==> config.mk <==
export PLATFORM = sky130hd
export DESIGN_NAME = modbus_weight_query_framer
export DESIGN_NICKNAME = d
export VERILOG_FILES = /design/src/rtl/core/mwqf_pkg.sv /design/src/rtl/core/mwqf_tx.sv /design/src/rtl/core/mwqf_rx.sv /design/src/rtl/core/modbus_weight_query_framer.sv
export SDC_FILE = /design/constraint.sdc
export NUM_CORES = 1
export LEC_CHECK = 0
export BUFFER_PORTS_ARGS = -buffer_cell sky130_fd_sc_hd__buf_2
export CORE_MARGIN = 2
export CORE_UTILIZATION = 35
export CTS_BUF_LIST = sky130_fd_sc_hd__clkbuf_8
export DETAILED_ROUTE_END_ITERATION = 10
export GPL_ROUTABILITY_DRIVEN = 0
export SLEW_MARGIN = 15
export SYNTH_ARGS = -nofsm -noshare
export SYNTH_HDL_FRONTEND = slang
export SYNTH_HIERARCHICAL = 1
export SYNTH_SLANG_ARGS = --single-unit
==> constraint.sdc <==
create_clock -name clock -period 7.15 [get_ports clock]
set_input_delay 0.715 -clock clock [delete_from_list [all_inputs] [get_ports clock]]
set_output_delay 0.715 -clock clock [all_outputs]
set_load 0.005 [all_outputs]
==> src/rtl/core/mwqf_pkg.sv <==
// ----------------------------------------------------------------------------
// mwqf_pkg
// Shared types, constants and crc helpers for the weight query framer
// ----------------------------------------------------------------------------
package mwqf_pkg;

   localparam logic       KIND_REQUEST    = 1'b0;
   localparam logic       KIND_RX_BYTE    = 1'b1;
   localparam logic       RESULT_TX       = 1'b0;
   localparam logic       RESULT_WEIGHT   = 1'b1;

   localparam logic [7:0]  FUNC_READ_HOLD  = 8'h03;
   localparam logic [7:0]  REG_COUNT_LO    = 8'h02;
   localparam logic [7:0]  ZERO_BYTE       = 8'h00;
   localparam logic [15:0] CRC_INIT        = 16'hFFFF;
   localparam logic [15:0] CRC_POLY_REFL   = 16'hA001;

   localparam int          TX_IDX_W        = 3;
   localparam logic [2:0]  TX_IDX_ADDR     = 3'd0;
   localparam logic [2:0]  TX_IDX_FUNC     = 3'd1;
   localparam logic [2:0]  TX_IDX_COUNT_LO = 3'd5;
   localparam logic [2:0]  TX_IDX_CRC_LO   = 3'd6;
   localparam logic [2:0]  TX_IDX_CRC_HI   = 3'd7;

   localparam logic [3:0]  RX_SAT          = 4'd10;
   localparam logic [3:0]  FRAME_LEN       = 4'd9;
   localparam logic [3:0]  WEIGHT_FIRST    = 4'd3;
   localparam logic [3:0]  WEIGHT_LAST     = 4'd6;
   localparam logic signed [31:0] WEIGHT_ERROR = -32'sd1;

   typedef struct packed {
      logic       kind;
      logic [7:0] rx_byte;
      logic       frame_end;
   } req_beat_type;

   typedef struct packed {
      logic              result_kind;
      logic [7:0]        tx_byte;
      logic              last;
      logic signed [31:0] weight;
      logic              error;
   } rsp_beat_type;

   typedef struct packed {
      logic       emit;
      logic [7:0] tx_byte;
      logic       last;
   } tx_out_type;

   typedef struct packed {
      logic              emit;
      logic signed [31:0] weight;
      logic              error;
   } rx_out_type;

   function automatic logic [15:0] crc_byte(input logic [15:0] crc, input logic [7:0] b);
      logic [15:0] c;
      c = crc ^ {8'h00, b};
      for (int i = 0; i < 8; i++) begin
         if (c[0]) begin
            c = (c >> 1) ^ CRC_POLY_REFL;
         end else begin
            c = c >> 1;
         end
      end
      return c;
   endfunction

   // full request crc, elaboration use only
   function automatic logic [15:0] frame_crc(input logic [7:0] addr);
      logic [15:0] c;
      c = crc_byte(CRC_INIT, addr);
      c = crc_byte(c, FUNC_READ_HOLD);
      c = crc_byte(c, ZERO_BYTE);
      c = crc_byte(c, ZERO_BYTE);
      c = crc_byte(c, ZERO_BYTE);
      c = crc_byte(c, REG_COUNT_LO);
      return c;
   endfunction

   function automatic logic [7:0][15:0] build_crc_cols();
      logic [7:0][15:0] cols;
      for (int i = 0; i < 8; i++) begin
         cols[i] = frame_crc(8'(1 << i)) ^ frame_crc(8'h00);
      end
      return cols;
   endfunction

   // crc is affine in the address byte
   localparam logic [15:0]      CRC_ZERO_ADDR = frame_crc(8'h00);
   localparam logic [7:0][15:0] CRC_COLS      = build_crc_cols();

   function automatic logic [15:0] crc_of_addr(input logic [7:0] addr);
      logic [15:0] c;
      c = CRC_ZERO_ADDR;
      for (int i = 0; i < 8; i++) begin
         if (addr[i]) begin
            c = c ^ CRC_COLS[i];
         end
      end
      return c;
   endfunction

endpackage

==> src/rtl/core/mwqf_tx.sv <==
// ----------------------------------------------------------------------------
// mwqf_tx
// Request frame sequencer: emits the eight request bytes, one per free slot
// ----------------------------------------------------------------------------
module mwqf_tx
   import mwqf_pkg::*;
(
   input  logic       clock,
   input  logic       reset,
   input  logic       start,
   input  logic       out_free,
   input  logic [7:0] slave_address,
   output logic       busy,
   output tx_out_type tx_out
);

   logic                busy_ff, busy_in;
   logic [TX_IDX_W-1:0] idx_ff, idx_in;
   logic [15:0]         crc_ff, crc_in;
   logic [TX_IDX_W-1:0] idx_cur;
   logic [7:0]          byte_cur;

   assign idx_cur = start ? TX_IDX_ADDR : idx_ff;

   always_comb begin
      case (idx_cur)
         TX_IDX_ADDR:     byte_cur = slave_address;
         TX_IDX_FUNC:     byte_cur = FUNC_READ_HOLD;
         TX_IDX_COUNT_LO: byte_cur = REG_COUNT_LO;
         TX_IDX_CRC_LO:   byte_cur = crc_ff[7:0];
         TX_IDX_CRC_HI:   byte_cur = crc_ff[15:8];
         default:         byte_cur = ZERO_BYTE;
      endcase
   end

   always_comb begin
      tx_out.emit    = start || (busy_ff && out_free);
      tx_out.tx_byte = byte_cur;
      tx_out.last    = (idx_cur == TX_IDX_CRC_HI);
   end

   always_comb begin
      busy_in = busy_ff;
      idx_in  = idx_ff;
      crc_in  = crc_ff;
      if (start) begin
         busy_in = 1'b1;
         idx_in  = TX_IDX_FUNC;
         crc_in  = crc_of_addr(slave_address);
      end else if (busy_ff && out_free) begin
         idx_in = idx_ff + TX_IDX_W'(1);
         if (idx_ff == TX_IDX_CRC_HI) begin
            busy_in = 1'b0;
         end
      end
   end

   always_ff @(posedge clock) begin
      if (reset) begin
         busy_ff <= 1'b0;
         idx_ff  <= TX_IDX_ADDR;
      end else begin
         busy_ff <= busy_in;
         idx_ff  <= idx_in;
      end
      crc_ff <= crc_in;
   end

   assign busy = busy_ff;

endmodule

==> src/rtl/core/mwqf_rx.sv <==
// ----------------------------------------------------------------------------
// mwqf_rx
// Response byte counter and big-endian weight assembly
// ----------------------------------------------------------------------------
module mwqf_rx
   import mwqf_pkg::*;
(
   input  logic         clock,
   input  logic         reset,
   input  logic         accept,
   input  req_beat_type req_beat,
   output rx_out_type   rx_out
);

   logic [3:0]  count_ff, count_in;
   logic [31:0] shift_ff, shift_in;
   logic [3:0]  count_nxt;
   logic [31:0] shift_nxt;

   always_comb begin
      shift_nxt = shift_ff;
      if (count_ff >= WEIGHT_FIRST && count_ff <= WEIGHT_LAST) begin
         shift_nxt = {shift_ff[23:0], req_beat.rx_byte};
      end
      count_nxt = (count_ff < RX_SAT) ? count_ff + 4'd1 : count_ff;
   end

   always_comb begin
      count_in = count_ff;
      shift_in = shift_ff;
      rx_out.emit   = 1'b0;
      rx_out.weight = WEIGHT_ERROR;
      rx_out.error  = 1'b1;
      if (count_nxt == FRAME_LEN) begin
         rx_out.weight = shift_nxt;
         rx_out.error  = 1'b0;
      end
      if (accept) begin
         if (req_beat.kind == KIND_REQUEST) begin
            count_in = '0;
            shift_in = '0;
         end else if (req_beat.frame_end) begin
            rx_out.emit = 1'b1;
            count_in    = '0;
            shift_in    = '0;
         end else begin
            count_in = count_nxt;
            shift_in = shift_nxt;
         end
      end
   end

   always_ff @(posedge clock) begin
      if (reset) begin
         count_ff <= '0;
         shift_ff <= '0;
      end else begin
         count_ff <= count_in;
         shift_ff <= shift_in;
      end
   end

endmodule

==> src/rtl/core/modbus_weight_query_framer.sv <==
// ----------------------------------------------------------------------------
// modbus_weight_query_framer
// Master side weight query: request frame with crc, response weight capture
// ----------------------------------------------------------------------------
// an accepted beat's first result beat is registered and shows in the cycle after the accept
// a request beat gives eight result beats, one per cycle while the output is not stalled;
// the next beat is taken once the eighth is loaded
// back-to-back response bytes are taken while the output is not stalled
// synchronous reset clears the sequencer, counters and output valid;
// slave address resets to 1
module modbus_weight_query_framer
   import mwqf_pkg::*;
(
   input  logic         clock,
   input  logic         reset,
   input  logic         req_valid,
   output logic         req_stall,
   input  req_beat_type req_data,
   output logic         rsp_valid,
   input  logic         rsp_stall,
   output rsp_beat_type rsp_data,
   input  logic         csr_write_enable,
   input  logic [7:0]   csr_write_data
);

   logic [7:0]   slave_address_ff;
   logic         rsp_valid_ff, rsp_valid_in;
   rsp_beat_type rsp_ff, rsp_in;
   logic         out_free, accept, start, tx_busy;
   tx_out_type   tx_out;
   rx_out_type   rx_out;

   assign out_free  = !rsp_valid_ff || !rsp_stall;
   assign req_stall = tx_busy || !out_free;
   assign accept    = req_valid && !req_stall;
   assign start     = accept && (req_data.kind == KIND_REQUEST);

   mwqf_tx u_tx (
      .clock         (clock),
      .reset         (reset),
      .start         (start),
      .out_free      (out_free),
      .slave_address (slave_address_ff),
      .busy          (tx_busy),
      .tx_out        (tx_out)
   );

   mwqf_rx u_rx (
      .clock    (clock),
      .reset    (reset),
      .accept   (accept),
      .req_beat (req_data),
      .rx_out   (rx_out)
   );

   always_comb begin
      rsp_in       = rsp_ff;
      rsp_valid_in = rsp_valid_ff && rsp_stall;
      if (tx_out.emit) begin
         rsp_valid_in       = 1'b1;
         rsp_in.result_kind = RESULT_TX;
         rsp_in.tx_byte     = tx_out.tx_byte;
         rsp_in.last        = tx_out.last;
         rsp_in.weight      = '0;
         rsp_in.error       = 1'b0;
      end else if (rx_out.emit) begin
         rsp_valid_in       = 1'b1;
         rsp_in.result_kind = RESULT_WEIGHT;
         rsp_in.tx_byte     = ZERO_BYTE;
         rsp_in.last        = 1'b1;
         rsp_in.weight      = rx_out.weight;
         rsp_in.error       = rx_out.error;
      end
   end

   always_ff @(posedge clock) begin
      if (reset) begin
         rsp_valid_ff     <= 1'b0;
         slave_address_ff <= 8'h01;
      end else begin
         rsp_valid_ff <= rsp_valid_in;
         if (csr_write_enable) begin
            slave_address_ff <= csr_write_data;
         end
      end
      rsp_ff <= rsp_in;
   end

   assign rsp_valid = rsp_valid_ff;
   assign rsp_data  = rsp_ff;

endmodule

# After elaboration in Yosys (flattened, before gate mapping)
# Cells that the tools add are included.
dict set report word_totals {
  regBits 108
  input_bits 23
  output_inout_bits 45
}
dict set report classes {
  add_sub_neg 2
  order_cmp 3
  n_eq_ne 6
  muxes 36
  n_bitwise 8
  reduce_logical 18
}
# cell n
set op_table {}
lappend op_table {{two-way mux 16 bit} 13}
lappend op_table {{two-way mux 32 bit} 3}
lappend op_table {{two-way mux 42 bit} 2}
lappend op_table {{case mux 8 bit (5 select lines)} 1}
lappend op_table {{two-way mux 33 bit} 1}
lappend op_table {{two-way mux 15 bit} 2}
lappend op_table {{NOT 5 bit} 3}
lappend op_table {{== test 3 bit, second input constant} 4}
lappend op_table {{two-way mux 4 bit} 3}
lappend op_table {{two-way mux 1 bit} 10}
lappend op_table {{NOT 3 bit} 3}
lappend op_table {{NOT 7 bit} 1}
lappend op_table {{nonzero test 2 bit} 3}
lappend op_table {{logical AND 1 bit} 5}
lappend op_table {{adder 4 x 1 -> 4 bit, second input constant} 1}
lappend op_table {{== test 4 bit, second input constant} 1}
lappend op_table {{greater-or-equal comparator 4 x 2 -> 1 bit, second input constant} 1}
lappend op_table {{<= comparator 4 x 3 -> 1 bit, second input constant} 1}
lappend op_table {{logical NOT 1 bit} 4}
lappend op_table {{< comparator 4 bit, second input constant} 1}
lappend op_table {{adder 3 x 1 -> 3 bit, second input constant} 1}
lappend op_table {{== test 3 x 1 -> 1 bit, second input constant} 1}
lappend op_table {{logical NOT 3 bit} 1}
lappend op_table {{logical OR 1 bit} 3}
lappend op_table {{4 further kinds} 4}

# Longest topological paths before layout
# Gate-level depths: netlist of run 1.
dict set report depth {
  depth_word 28
  ltp_mapped 9
  ltp_nobuf 7
}

# Cells and area by module
# Netlist of run 1, hierarchy kept.
# mod instances cells_per_inst area_per_inst_um2 seq_area_each_um2
set modules_own_cells {}
lappend modules_own_cells {modbus_weight_query_framer 1 163 1911.8 1131.1}
lappend modules_own_cells {mwqf_rx 1 213 1911.8 720.7}
lappend modules_own_cells {mwqf_tx 1 74 895.9 470.5}

# Least setup slack after synthesis of run 1
# No wires, ideal clock.
dict set report synth_path {
  kind {input to register}
  startpoint {input port rsp_stall}
  endpoint {register rsp_ff (netlist bit rsp_data[33]), enable pin}
  setup_time_ps 329
  t_arrival_ps 3196
  slack_ps 3625
  path_stages 8
  path_buffers 2
  path_cell_list {nand2_1 > nor4bb_1 > clkbuf_1 > inv_1 > nand2_1 > buf_2 > nor2_1 > inv_1}
}
# item line
set synth_lines {}
lappend synth_lines {{start, declared} modbus_weight_query_framer.sv:20} ;# input logic rsp_stall,
lappend synth_lines {{end signal, assigned} modbus_weight_query_framer.sv:86} ;# rsp_ff <= rsp_in;
lappend synth_lines {{end, declared} modbus_weight_query_framer.sv:28} ;# rsp_beat_type rsp_ff, rsp_in;

# Worst setup path after layout of run 1
dict set report layout_path {
  startpoint {register u_rx.count_ff[0]}
  endpoint {register u_rx.shift_ff[27]}
}
dict set report layout_between {
  elab_chain_len 5
  word_cells_on_any_way 6
  cone_classes {order compare (2); mux (3); reduce/logical (1)}
}
# item line
set layout_lines {}
lappend layout_lines {{start, declared} mwqf_rx.sv:15} ;# logic [3:0] count_ff, count_in;
lappend layout_lines {{start signal, assigned} mwqf_rx.sv:58} ;# count_ff <= count_in;
lappend layout_lines {{greater-or-equal comparator 4 x 2 -> 1 bit or <= comparator 4 x 3 -> 1 bit (tied branches)} mwqf_rx.sv:22} ;# if (count_ff >= WEIGHT_FIRST && count_ff <= WEIGHT_LAST) begin
lappend layout_lines {{logical AND 1 bit *} mwqf_rx.sv:22}
lappend layout_lines {{two-way mux 32 bit *} mwqf_rx.sv:22}
lappend layout_lines {{two-way mux 32 bit *} mwqf_rx.sv:42} ;# end else if (req_beat.frame_end) begin
lappend layout_lines {{two-way mux 32 bit *} mwqf_rx.sv:39} ;# if (req_beat.kind == KIND_REQUEST) begin
lappend layout_lines {{end signal, assigned} mwqf_rx.sv:59} ;# shift_ff <= shift_in;
lappend layout_lines {{end, declared} mwqf_rx.sv:16} ;# logic [31:0] shift_ff, shift_in;
# Mark *: on every way between the ends. The rest lies on a longest branch, timed or not.
# A chain may end at the register's enable or synchronous reset.

==> results.md, run 1 <==
* Result of the run: completed
* Average size of a mapped cell at 10.5 µm²
* Count of nets after finishing at 522
* H-tree depth reported by CTS at 3
* Via density per instance at 5.03
* Clock slew at the register clock pins of the worst setup and hold paths at approximately 0.10 ns
* CP peak stage delay at 0.76 ns
* Number of failing hold endpoints at the final stage at 0
* Wirelength, routed at between 9 and 10 mm
* Die Width at ~120 µm
* Layout Cell Area excl Fill at 5270 µm²
* Most common library cell in the layout ignoring fill and taps: sky130_fd_sc_hd__dfxtp_1
* Detailed Routing Iterations Pass 1 at 4
* Number of CTS-inserted buffers at 9
* Setup Crit Path Kind: reg2reg
* Fin crit share at between 40% and 50%
* Crit-path leading delay family: simple AND/OR/NAND/NOR gates
* Number of endpoints failing setup at the final stage at 0
* # rows at 42
* Max rail drop VDD at 0.134 mV
* Number of DRC violations after detailed-routing iteration 0 at 220
* Full die area at 14400 µm²
* Hold path depth at 2
* Overall power after layout at 1.22 mW
* Largest net degree at the start of global routing at 58
* CP required at 7.41 ns
* Critical path launch point type: flop
* Min Clock Period, post-route at 3.37 ns
* Filler instances at 1319
* Crit path arrival time at 3.63 ns
* Static leakage power at approximately 1.9 nW
* Peak fanout along the critical path at 35
* Max Clock Skew at approximately 0.017 ns
* Antenna diode count at 0
* Post-route ant nets at 0
* Distinct cells, synth at 47
* Vias post-DR at 3401
* Count of cells along the worst register-to-register path at 6
* Slew at the pin closest to its max-slew limit at 1.07 ns
* Vias in the first global route at 3148
* Worst setup margin at 3.78 ns
* Critical path cell sequence: clkinv_1 > ha_1 > nand3b_1 > nand2b_1 > a21boi_4 > o32ai_1
* Std-Cell Core Area at 13200 µm²
* Instance count of the mapped netlist at 450
* Final cell count without fillers at just under 700
* Die height at 120 µm
* Flip-flop and latch count after synthesis at around 110
* Hold buffers post-CTS at 0
* Layout cells sized above 1 at 18.6%
* Total power density per cell area at 232 nW/µm²
* Predominant post-synthesis flop cell: sky130_fd_sc_hd__dfxtp_1
* Share of synthesized registers carrying an async set or reset at 0%
* Total grt overflow at 0
* Setup Buffers After CTS at 0
* RSZ-0062 raised after global routing: no
* Clk buf depth at 2
* Final routed wire length divided by cell count at ~14 µm
* CTS root buf: sky130_fd_sc_hd__clkbuf_8
* Total DRC errors in the routed layout at 0
* Number of max-slew violations in the final report at 0
* Total cell area at the placement stage at a little over 5000 µm²
* Syn nets at about 480
* Synthesis-to-finish area growth at 11.6%
* Total of buffers placed on input and output ports at 67
* Share of synthesized area occupied by flip-flops and latches at 49.2%
* I/O Pins at 68
* Slowest cell on the critical path: sky130_fd_sc_hd__clkinv_1
* Antenna violations before repair at 0
* Proportion of netlist area held by the largest area contributor at 35.2%
* TritonCTS clock tree: done
* Instance count after placement with tap cells included at 660
* Most used cells in the layout excluding fill and tap cells: sky130_fd_sc_hd__dfxtp_1 (83), sky130_fd_sc_hd__buf_2 (67), sky130_fd_sc_hd__nor2_1 (49)
* Maximum Capacitance Violations at 0
* Yosys synthesis warning count at 6
* Maximum achievable frequency at 0.297 GHz
* Sum of buffers and inverters on the critical path at 1
* First-pass GRT wire length at 15.9 mm
* GRT Resource Usage Total at 13.9%
* Pre-CTS setup slack at 3.80 ns
* Num Clock Sinks at 105
* Worst-skew pair later-pin latency at 0.38 ns
* Sum of net half-perimeters after detailed placement at 6.63 mm
* Biggest area consumer among synthesized cells: sky130_fd_sc_hd__dfxtp_1
* Stages on worst setup path at 6
* Final total negative setup slack at 0 ns
* Element type at the critical path end: flop
* Number of enable flip-flop cells after synthesis at 22
* Worst Hold Class: reg2reg
* Top area cells in the synthesized netlist: sky130_fd_sc_hd__dfxtp_1 (35%), sky130_fd_sc_hd__edfxtp_1 (14%), sky130_fd_sc_hd__mux2i_1 (9.8%)
* Count of instances resized after the clock tree is built at 0
* Relative slew slack at about 29%
* Cell area after synthesis at roughly 4700 µm²
* Starting utilization of the core area at 35.8%
## kinds of logic after synthesis
family                   after synthesis  share of synthesized area [%]
XOR/XNOR                              15                           2.94
AND/OR/NAND/NOR                      165                           20.4
adder cells (fa/ha/maj)                4                           1.06
multiplexers                          47                           9.99
AO/OA/AOI/OAI                         55                           9.15
buffers and inverters                 59                           7.29
flip-flops                           105                           49.2
## worst reg2reg max path, delay by kind of cell (launching register included)
| family | cells | cell delay [ns] |
|---|---|---|
| AND/OR/NAND/NOR | 2 | 0.90 |
| buffers and inverters | 1 | 0.76 |
| AO/OA/AOI/OAI | 2 | 0.67 |
| adder cells (fa/ha/maj) | 1 | 0.54 |
| flip-flops | 1 | 0.40 |
## final timing paths
| check | start | to | slack [ns] |
|---|---|---|---|
| max | u_rx/count_ff[0]$_SDFFE_PP0P_ | u_rx/shift_ff[27]$_SDFFE_PP0P_ | 3.78 |
| min | rsp_data[42]$_SDFFE_PP0P_ | rsp_data[42]$_SDFFE_PP0P_ | 0.47 |
| max reg2reg | u_rx/count_ff[0]$_SDFFE_PP0P_ | u_rx/shift_ff[27]$_SDFFE_PP0P_ | 3.78 |
| min reg2reg | rsp_data[42]$_SDFFE_PP0P_ | rsp_data[42]$_SDFFE_PP0P_ | 0.47 |
## cell usage after synthesis, types with 4 or more instances
library cell	number
sky130_fd_sc_hd__a21oi_1	7
sky130_fd_sc_hd__and2_1	9
sky130_fd_sc_hd__buf_2	7
sky130_fd_sc_hd__buf_6	8
sky130_fd_sc_hd__clkbuf_1	17
sky130_fd_sc_hd__dfxtp_1	83
sky130_fd_sc_hd__edfxtp_1	22
sky130_fd_sc_hd__ha_1	4
sky130_fd_sc_hd__inv_1	21
sky130_fd_sc_hd__mux2i_1	46
sky130_fd_sc_hd__nand2_1	11
sky130_fd_sc_hd__nand2b_1	37
sky130_fd_sc_hd__nand4_1	17
sky130_fd_sc_hd__nand4b_1	25
sky130_fd_sc_hd__nor2_1	49
sky130_fd_sc_hd__nor2b_1	4
sky130_fd_sc_hd__o21ai_0	6
sky130_fd_sc_hd__o21ai_1	6
sky130_fd_sc_hd__o32ai_1	23
sky130_fd_sc_hd__xnor2_1	10
sky130_fd_sc_hd__xor2_1	4
## power breakdown
| part | leakage [nW] | switching, mW | internal [mW] |
|---|---|---|---|
| clock | 0.111 | 0.199 | 0.171 |
| sequential | 0.887 | 0.0278 | 0.654 |
| combinational | 0.939 | 0.0892 | 0.0792 |
| total | 1.94 | 0.316 | 0.904 |
## stage by stage
| stage | hold WS (ns) | utilization, % |
|---|---|---|
| after floorplan | 0.457 | - |
| after global placement | 0.449 | 38.4 |
| after detailed placement | 0.459 | 38.4 |
| after CTS | 0.477 | 39.9 |
| after global routing | 0.507 | 39.9 |
| final | 0.472 | 39.9 |
## area by class of cell
type                       instances  area, µm²  share of cell area (%)
tap                              176        220                    4.18
clock inverter                     6       58.8                    1.12
timing repair buffer              71        365                    6.94
clock buffer                      10        138                    2.61
inverter                          22       82.6                    1.57
multi-input combinational        286       2080                    39.5
sequential                       105       2320                    44.1
## sequential cells by signal (all words and copies together) (netlist names)
| name | cells |
|---|---|
| u_rx/count_ff | 4 |
| u_tx/idx_ff | 3 |
| rsp_data | 43 |
| slave_address_ff | 8 |
| u_tx/busy | 1 |
| rsp_valid | 1 |
| u_tx/crc_ff | 13 |
| u_rx/shift_ff | 32 |
## per-layer routing
layer / vias up / wire length [µm] / part of all wire [%] / GRT usage (%)
met5: - / 0 / 0 / 0
met4: 0 / 142 / 1.5 / 5.07
met3: 12 / 342 / 3.5 / 2.99
met2: 53 / 4430 / 45 / 20.8
met1: 1647 / 4830 / 50 / 19.6
li1: 1689 / - / - / -
Note: power is estimated with default switching activity, not from simulation.
==> run 2, diff against run 1 <==
Clock period 7.15 ns to 2.8 ns, I/O delays scaled along.
==> run 2 against run 1 <==
Compared with the run above: setup slack worse by 2.9 ns; hold slack lost 0.37 ns; maximum frequency increased by 72%; register-to-register slack got worse by 2.9 ns; wire length is 4.0% higher; sequential share of layout area is 0.48 points lower; global-route usage increased by 0.50 points; die area did not move; count of clock-buffer cells in the layout down 1; first-iteration DRC count down 41%; critical path depth unchanged; flip-flop and latch count is the same; critical path type unchanged; largest power group unchanged.
==> results.md, run 2 (synthesized netlist as in run 1, its figures left out) <==
* Worst setup margin at 0.839 ns (-2.94 ns)
* Min Clock Period, post-route at 1.96 ns (-1.41 ns)
* Clock slew at the register clock pins of the worst setup and hold paths at 0.10 ns (about the same)
* Most common library cell in the layout ignoring fill and taps: sky130_fd_sc_hd__dfxtp_1
* Switching fraction of total power at 26.3% (+0.43 points)
* Part of the power in combinational logic at 14.3% (+0.5 points)
* Full die area at 14400 µm² (unchanged)
* Filler instances at 1309 (-0.76%)
* Util after Layout at 40.4% (+0.44 points)
* Number of failing hold endpoints at the final stage at 0 (unchanged)
* Register share of total power at 56.1% (+0.2 points)
* Number of endpoints failing setup at the final stage at 0 (unchanged)
* # rows at 42 (unchanged)
* Count of instances resized after the clock tree is built at 0 (unchanged)
* Relative slew slack at 43.1% (+15 points)
* Hold path startpoint: csr_write_data[0]
* Antenna diode count at 0 (unchanged)
* Final cell count without fillers at 685 (+1.3%)
* Synthesis-to-finish area growth at 12.8%
* Detailed Routing Iterations Pass 1 at 5 (+1)
* TritonCTS clock tree: done
* Total cell area at the placement stage at 5140 µm² (+1.3%)
* Vias post-DR at 3396 (-0.15%)
* Critical path launch point type: flop
* H-tree depth reported by CTS at 3 (unchanged)
* Critical R2R Launch: rsp_valid$_SDFF_PP0_
* Peak fanout along the critical path at 12 (-66%)
* Most used cells in the layout excluding fill and tap cells: sky130_fd_sc_hd__dfxtp_1 (83), sky130_fd_sc_hd__buf_2 (67), sky130_fd_sc_hd__nor2_1 (49)
* Post-route ant nets at 0 (unchanged)
* Setup Crit Path Kind: reg2reg
* Element type at the critical path end: flop
* Fin crit share at 70.0% (+23 points)
* Worst-skew pair later-pin latency at 0.38 ns (about the same)
* Final total negative setup slack at 0 ns (unchanged)
* Total power density per cell area at 583 nW/µm² (+150%)
* Num Clock Sinks at 105 (unchanged)
* CTS root buf: sky130_fd_sc_hd__clkbuf_8
* Max Clock Skew at 0.00981 ns (-0.00679 ns)
* Antenna violations before repair at 0 (unchanged)
* Pre-CTS setup slack at 0.760 ns (-3.04 ns)
* Largest net degree at the start of global routing at 58 (unchanged)
* Setup Buffers After CTS at 0 (unchanged)
* Starting utilization of the core area at 35.8% (unchanged)
* Layout cells sized above 1 at 20.0% (+1.4 points)
* Die height at 120 µm (unchanged)
* Layout Cell Area excl Fill at 5320 µm² (+1.1%)
* Max FFs per register at 43 (unchanged)
* Maximum Capacitance Violations at 0 (unchanged)
* Vias in the first global route at 3274 (+4.0%)
* Net load switching power at 817 µW (+160%)
* First-pass GRT wire length at 16.5 mm (+3.6%)
* Max rail drop VDD at 0.199 mV (+48%)
* Final routed wire length divided by cell count at 14.8 µm (+2.6%)
* Pint at 2.29 mW (+150%)
* Number of DRC violations after detailed-routing iteration 0 at 130 (-41%)
* Number of max-slew violations in the final report at 0 (unchanged)
* Worst Hold Class: in2reg
* Instance count after placement with tap cells included at 669 (+1.4%)
* RSZ-0062 raised after global routing: no
* Final worst hold slack at 0.0967 ns (-0.375 ns)
* Number of CTS-inserted buffers at 9 (unchanged)
* Total DRC errors in the routed layout at 0 (unchanged)
* Std-Cell Core Area at 13200 µm² (unchanged)
* Hold buffers post-CTS at 0 (unchanged)
* Total grt overflow at 0 (unchanged)
* Clk pwr share at 29.5% (-0.8 points)
* Clk buf depth at 2 (unchanged)
* Overall power after layout at 3.10 mW (+150%)
* I/O Pins at 68 (unchanged)
* Total of buffers placed on input and output ports at 67 (unchanged)
* Via density per instance at 4.96 (-1.5%)
* Wirelength, routed at 10.1 mm (+4.0%)
* Static leakage power at 1.96 nW (+1.4%)
* Maximum achievable frequency at 0.510 GHz (+72%)
* Die Width at 120 µm (unchanged)
* Worst setup path startpoint: rsp_valid$_SDFF_PP0_
* Sum of net half-perimeters after detailed placement at 6.93 mm (+4.6%)
* Crit path arrival time at 2.02 ns (-1.61 ns)
* GRT Resource Usage Total at 14.4% (+0.50 points)
* Result of the run: completed
* CP required at 2.86 ns (-4.55 ns)
* Slew at the pin closest to its max-slew limit at 0.854 ns (-0.215 ns)
* Count of nets after finishing at 531 (+1.7%)
run 2: changes by cell type in the layout (fill, tap and decap cells not counted), sizes merged:
cell | before | now
clkbuf | 10 | 9
clkinv | 1 | 5
inv | 26 | 22
buf | 71 | 80
clkinvlp | 0 | 1
run 2: area by class of cell:
cell class / instances / area [µm²] / area share (%)
clock inverter: 7 / 62.6 / 1.18
timing repair buffer: 80 / 433 / 8.13
sequential: 105 / 2320 / 43.6
tap: 176 / 220 / 4.14
multi-input combinational: 286 / 2080 / 39.0
clock buffer: 9 / 124 / 2.33
inverter: 22 / 82.6 / 1.55
run 2: critical path, stage by stage (launching register included):
cell                       delay [ns]
sky130_fd_sc_hd__dfxtp_1         0.32
sky130_fd_sc_hd__nand2_1         0.17
sky130_fd_sc_hd__nor4bb_4        0.34
sky130_fd_sc_hd__inv_1           0.13
sky130_fd_sc_hd__nand2_1         0.26
sky130_fd_sc_hd__nor2_1          0.13
sky130_fd_sc_hd__inv_1           0.27
run 2: worst paths after layout:
path,endpoint,slack [ns],cells after the start
setup / recovery,rsp_data[40]$_DFFE_PP_,0.84,6
hold / removal,slave_address_ff[0]$_SDFFE_PP1P_,0.1,2
setup reg to reg,rsp_data[40]$_DFFE_PP_,0.84,6
hold reg to reg,rsp_data[42]$_SDFFE_PP0P_,0.48,2
run 2: layer usage:
| metal | vias to the layer above | routed length [µm] | share of wire [%] | GRT usage, % |
|---|---|---|---|---|
| met5 | - | 0 | 0 | 0 |
| met4 | 0 | 182 | 1.8 | 6.47 |
| met3 | 14 | 337 | 3.3 | 3.09 |
| met2 | 58 | 4720 | 47 | 22.5 |
| met1 | 1615 | 4900 | 48 | 19.0 |
| li1 | 1709 | - | - | - |
run 2: power groups by stage:
stage | Combinational [mW] | Clock, mW | Sequential [mW]
after floorplan | 0.291 | 0 | 1.77
after global placement | 0.440 | 0 | 1.77
after detailed placement | 0.450 | 0 | 1.78
after CTS | 0.451 | 0.944 | 1.75
after global routing | 0.497 | 1.01 | 1.76
final | 0.444 | 0.916 | 1.74
==> run 3, diff against run 2 <==
Clock period 2.8 ns to 2.05 ns, I/O delays scaled along.
==> run 3 against run 2 <==
Compared with the run above: wire length down 1.3%; first-iteration DRC count up 69%; combinational power up 43%; non-clock buffer count rose by 1; sequential power increased by 36%; design area rose by 1.1%; hold slack lost 0.068 ns; critical path type unchanged; highest routed layer unchanged.
==> results.md, run 3 (synthesized netlist as in run 1, its figures left out) <==
* Slowest cell on the critical path: sky130_fd_sc_hd__dfxtp_1
* Post-route ant nets at 0 (unchanged)
* Clk buf depth at 2 (unchanged)
* Overall power after layout at 4.25 mW (+37%)
* RSZ-0062 raised after global routing: no
* Final worst hold slack at 0.0283 ns (-0.0684 ns)
* Vias post-DR at 3381 (-0.44%)
* Sequential cell area at 2320 µm² (+0.11%)
* Maximum achievable frequency at 0.553 GHz (+8.4%)
* Detailed Routing Iterations Pass 1 at 4 (-1)
* I/O Pins at 68 (unchanged)
* Critical path launch point type: flop
* Number of max-slew violations in the final report at 0 (unchanged)
* Setup Crit Path Kind: reg2reg
* Slew at the pin closest to its max-slew limit at 0.635 ns (-0.219 ns)
* Starting utilization of the core area at 35.8% (unchanged)
* TritonCTS clock tree: done
* Relative slew slack at 57.6% (+15 points)
* Number of CTS-inserted buffers at 9 (unchanged)
* Number of endpoints failing setup at the final stage at 0 (unchanged)
* Crit-path leading delay family: simple AND/OR/NAND/NOR gates
* Worst Hold Class: in2reg
* Max Clock Skew at 0.00866 ns (-0.00115 ns)
* Via density per instance at 4.94 (-0.44%)
* Full die area at 14400 µm² (unchanged)
* Die Width at 120 µm (unchanged)
* # rows at 42 (unchanged)
* CP required at 2.32 ns (-0.54 ns)
* Number of DRC violations after detailed-routing iteration 0 at 220 (+69%)
* Worst setup margin at 0.242 ns (-0.597 ns)
* Final total negative setup slack at 0 ns (unchanged)
* Total of buffers placed on input and output ports at 67 (unchanged)
* Synthesis-to-finish area growth at 14.1%
* Count of nets after finishing at 532 (+0.19%)
* Crit path arrival time at 2.08 ns (+0.06 ns)
* Count of instances resized after the clock tree is built at 0 (unchanged)
* Total DRC errors in the routed layout at 0 (unchanged)
* Most used cells in the layout excluding fill and tap cells: sky130_fd_sc_hd__dfxtp_1 (81), sky130_fd_sc_hd__buf_2 (67), sky130_fd_sc_hd__nor2_1 (49)
* Worst-skew pair later-pin latency at 0.38 ns (about the same)
* Layout Cell Area excl Fill at 5380 µm² (+1.1%)
* Max rail drop VDD at 0.376 mV (+89%)
* Vias in the first global route at 3278 (+0.12%)
* Final routed wire length divided by cell count at 14.6 µm (-1.3%)
* Largest net degree at the start of global routing at 46 (-21%)
* Maximum Capacitance Violations at 0 (unchanged)
* H-tree depth reported by CTS at 3 (unchanged)
* Layout cells sized above 1 at 21.4% (+1.4 points)
* Sum of net half-perimeters after detailed placement at 6.91 mm (-0.26%)
* Wirelength, routed at 10.0 mm (-1.3%)
* Min Clock Period, post-route at 1.81 ns (-0.153 ns)
* Sum of buffers and inverters on the critical path at 3 (+1)
* Final cell count without fillers at 685 (unchanged)
* Instance count after placement with tap cells included at 670 (+0.15%)
* Total grt overflow at 0 (unchanged)
* CTS root buf: sky130_fd_sc_hd__clkbuf_8
* Std-Cell Core Area at 13200 µm² (unchanged)
* Total cell area at the placement stage at 5190 µm² (+1.1%)
* Peak fanout along the critical path at 33 (+21)
* Setup Buffers After CTS at 0 (unchanged)
* Pre-CTS setup slack at 0.252 ns (-0.509 ns)
* Footprint of the multi-input gates at 2090 µm² (+0.42%)
* CP peak stage delay at 0.40 ns (+0.06 ns)
* Result of the run: completed
* Num Clock Sinks at 105 (unchanged)
* Most common library cell in the layout ignoring fill and taps: sky130_fd_sc_hd__dfxtp_1
* Fin crit share at 88.2% (+18 points)
* Die height at 120 µm (unchanged)
* Util after Layout at 40.8% (+0.46 points)
* Antenna violations before repair at 0 (unchanged)
* Critical path cell sequence: clkinv_1 > ha_1 > nor4b_4 > buf_12 > and3_1 > inv_1 > mux2i_1 > nor2_1
* GRT Resource Usage Total at 14.2% (-0.12 points)
* Max FFs per register at 43 (unchanged)
* Antenna diode count at 0 (unchanged)
* Static leakage power at 1.99 nW (+1.3%)
* Filler instances at 1294 (-1.1%)
* Number of failing hold endpoints at the final stage at 0 (unchanged)
* Clock slew at the register clock pins of the worst setup and hold paths at 0.09 ns (about the same)
* Total power density per cell area at 790 nW/µm² (+36%)
* Element type at the critical path end: flop
* First-pass GRT wire length at 16.2 mm (-1.4%)
* Hold buffers post-CTS at 0 (unchanged)
[run 3: cell count changes in the layout (fill, tap and decap cells not counted), sizes merged]
cell	previous run	this run
inv	22	23
clkinv	5	2
clkbuf	9	10
buf	80	81
[run 3: worst reg2reg max path, stage by stage, from the launching register on]
cell and delay, ns:
sky130_fd_sc_hd__dfxtp_1 0.40, sky130_fd_sc_hd__clkinv_1 0.10, sky130_fd_sc_hd__ha_1 0.31, sky130_fd_sc_hd__nor4b_4 0.28, sky130_fd_sc_hd__buf_12 0.23, sky130_fd_sc_hd__and3_1 0.17
sky130_fd_sc_hd__inv_1 0.04, sky130_fd_sc_hd__mux2i_1 0.13, sky130_fd_sc_hd__nor2_1 0.05
[run 3: final timing paths]
kind / from / to / slack (ns) / cells after the start
min: csr_write_data[0] / slave_address_ff[0]$_SDFFE_PP1P_ / 0.03 / 2
min reg2reg: u_rx/shift_ff[28]$_SDFFE_PP0P_ / u_rx/shift_ff[28]$_SDFFE_PP0P_ / 0.48 / 2
max reg2reg: u_rx/count_ff[0]$_SDFFE_PP0P_ / rsp_data[0]$_SDFFE_PP0P_ / 0.24 / 8
max: u_rx/count_ff[0]$_SDFFE_PP0P_ / rsp_data[0]$_SDFFE_PP0P_ / 0.24 / 8
[run 3: final cells by class]
class                   instances  area share, %
flip-flops and latches        105           43.2
multi-input cells             286           38.8
repair buffers                 81           8.88
well taps                     176           4.09
clock buffers                  10           2.56
inverters                      22           1.58
clock inverters                 5          0.930
[run 3: per-layer routing]
| layer | vias to the layer above | GRT usage, % | wire (µm) |
|---|---|---|---|
| li1 | 1702 | - | - |
| met1 | 1604 | 18.1 | 4680 |
| met2 | 65 | 22.9 | 4820 |
| met3 | 10 | 3.90 | 364 |
| met4 | 0 | 5.66 | 144 |
| met5 | - | 0 | 0 |
[run 3: power by group]
group	switching [mW]	internal [mW]	leakage, nW
Combinational	0.333	0.304	1.00
Clock	0.667	0.581	0.101
Sequential	0.0873	2.28	0.888
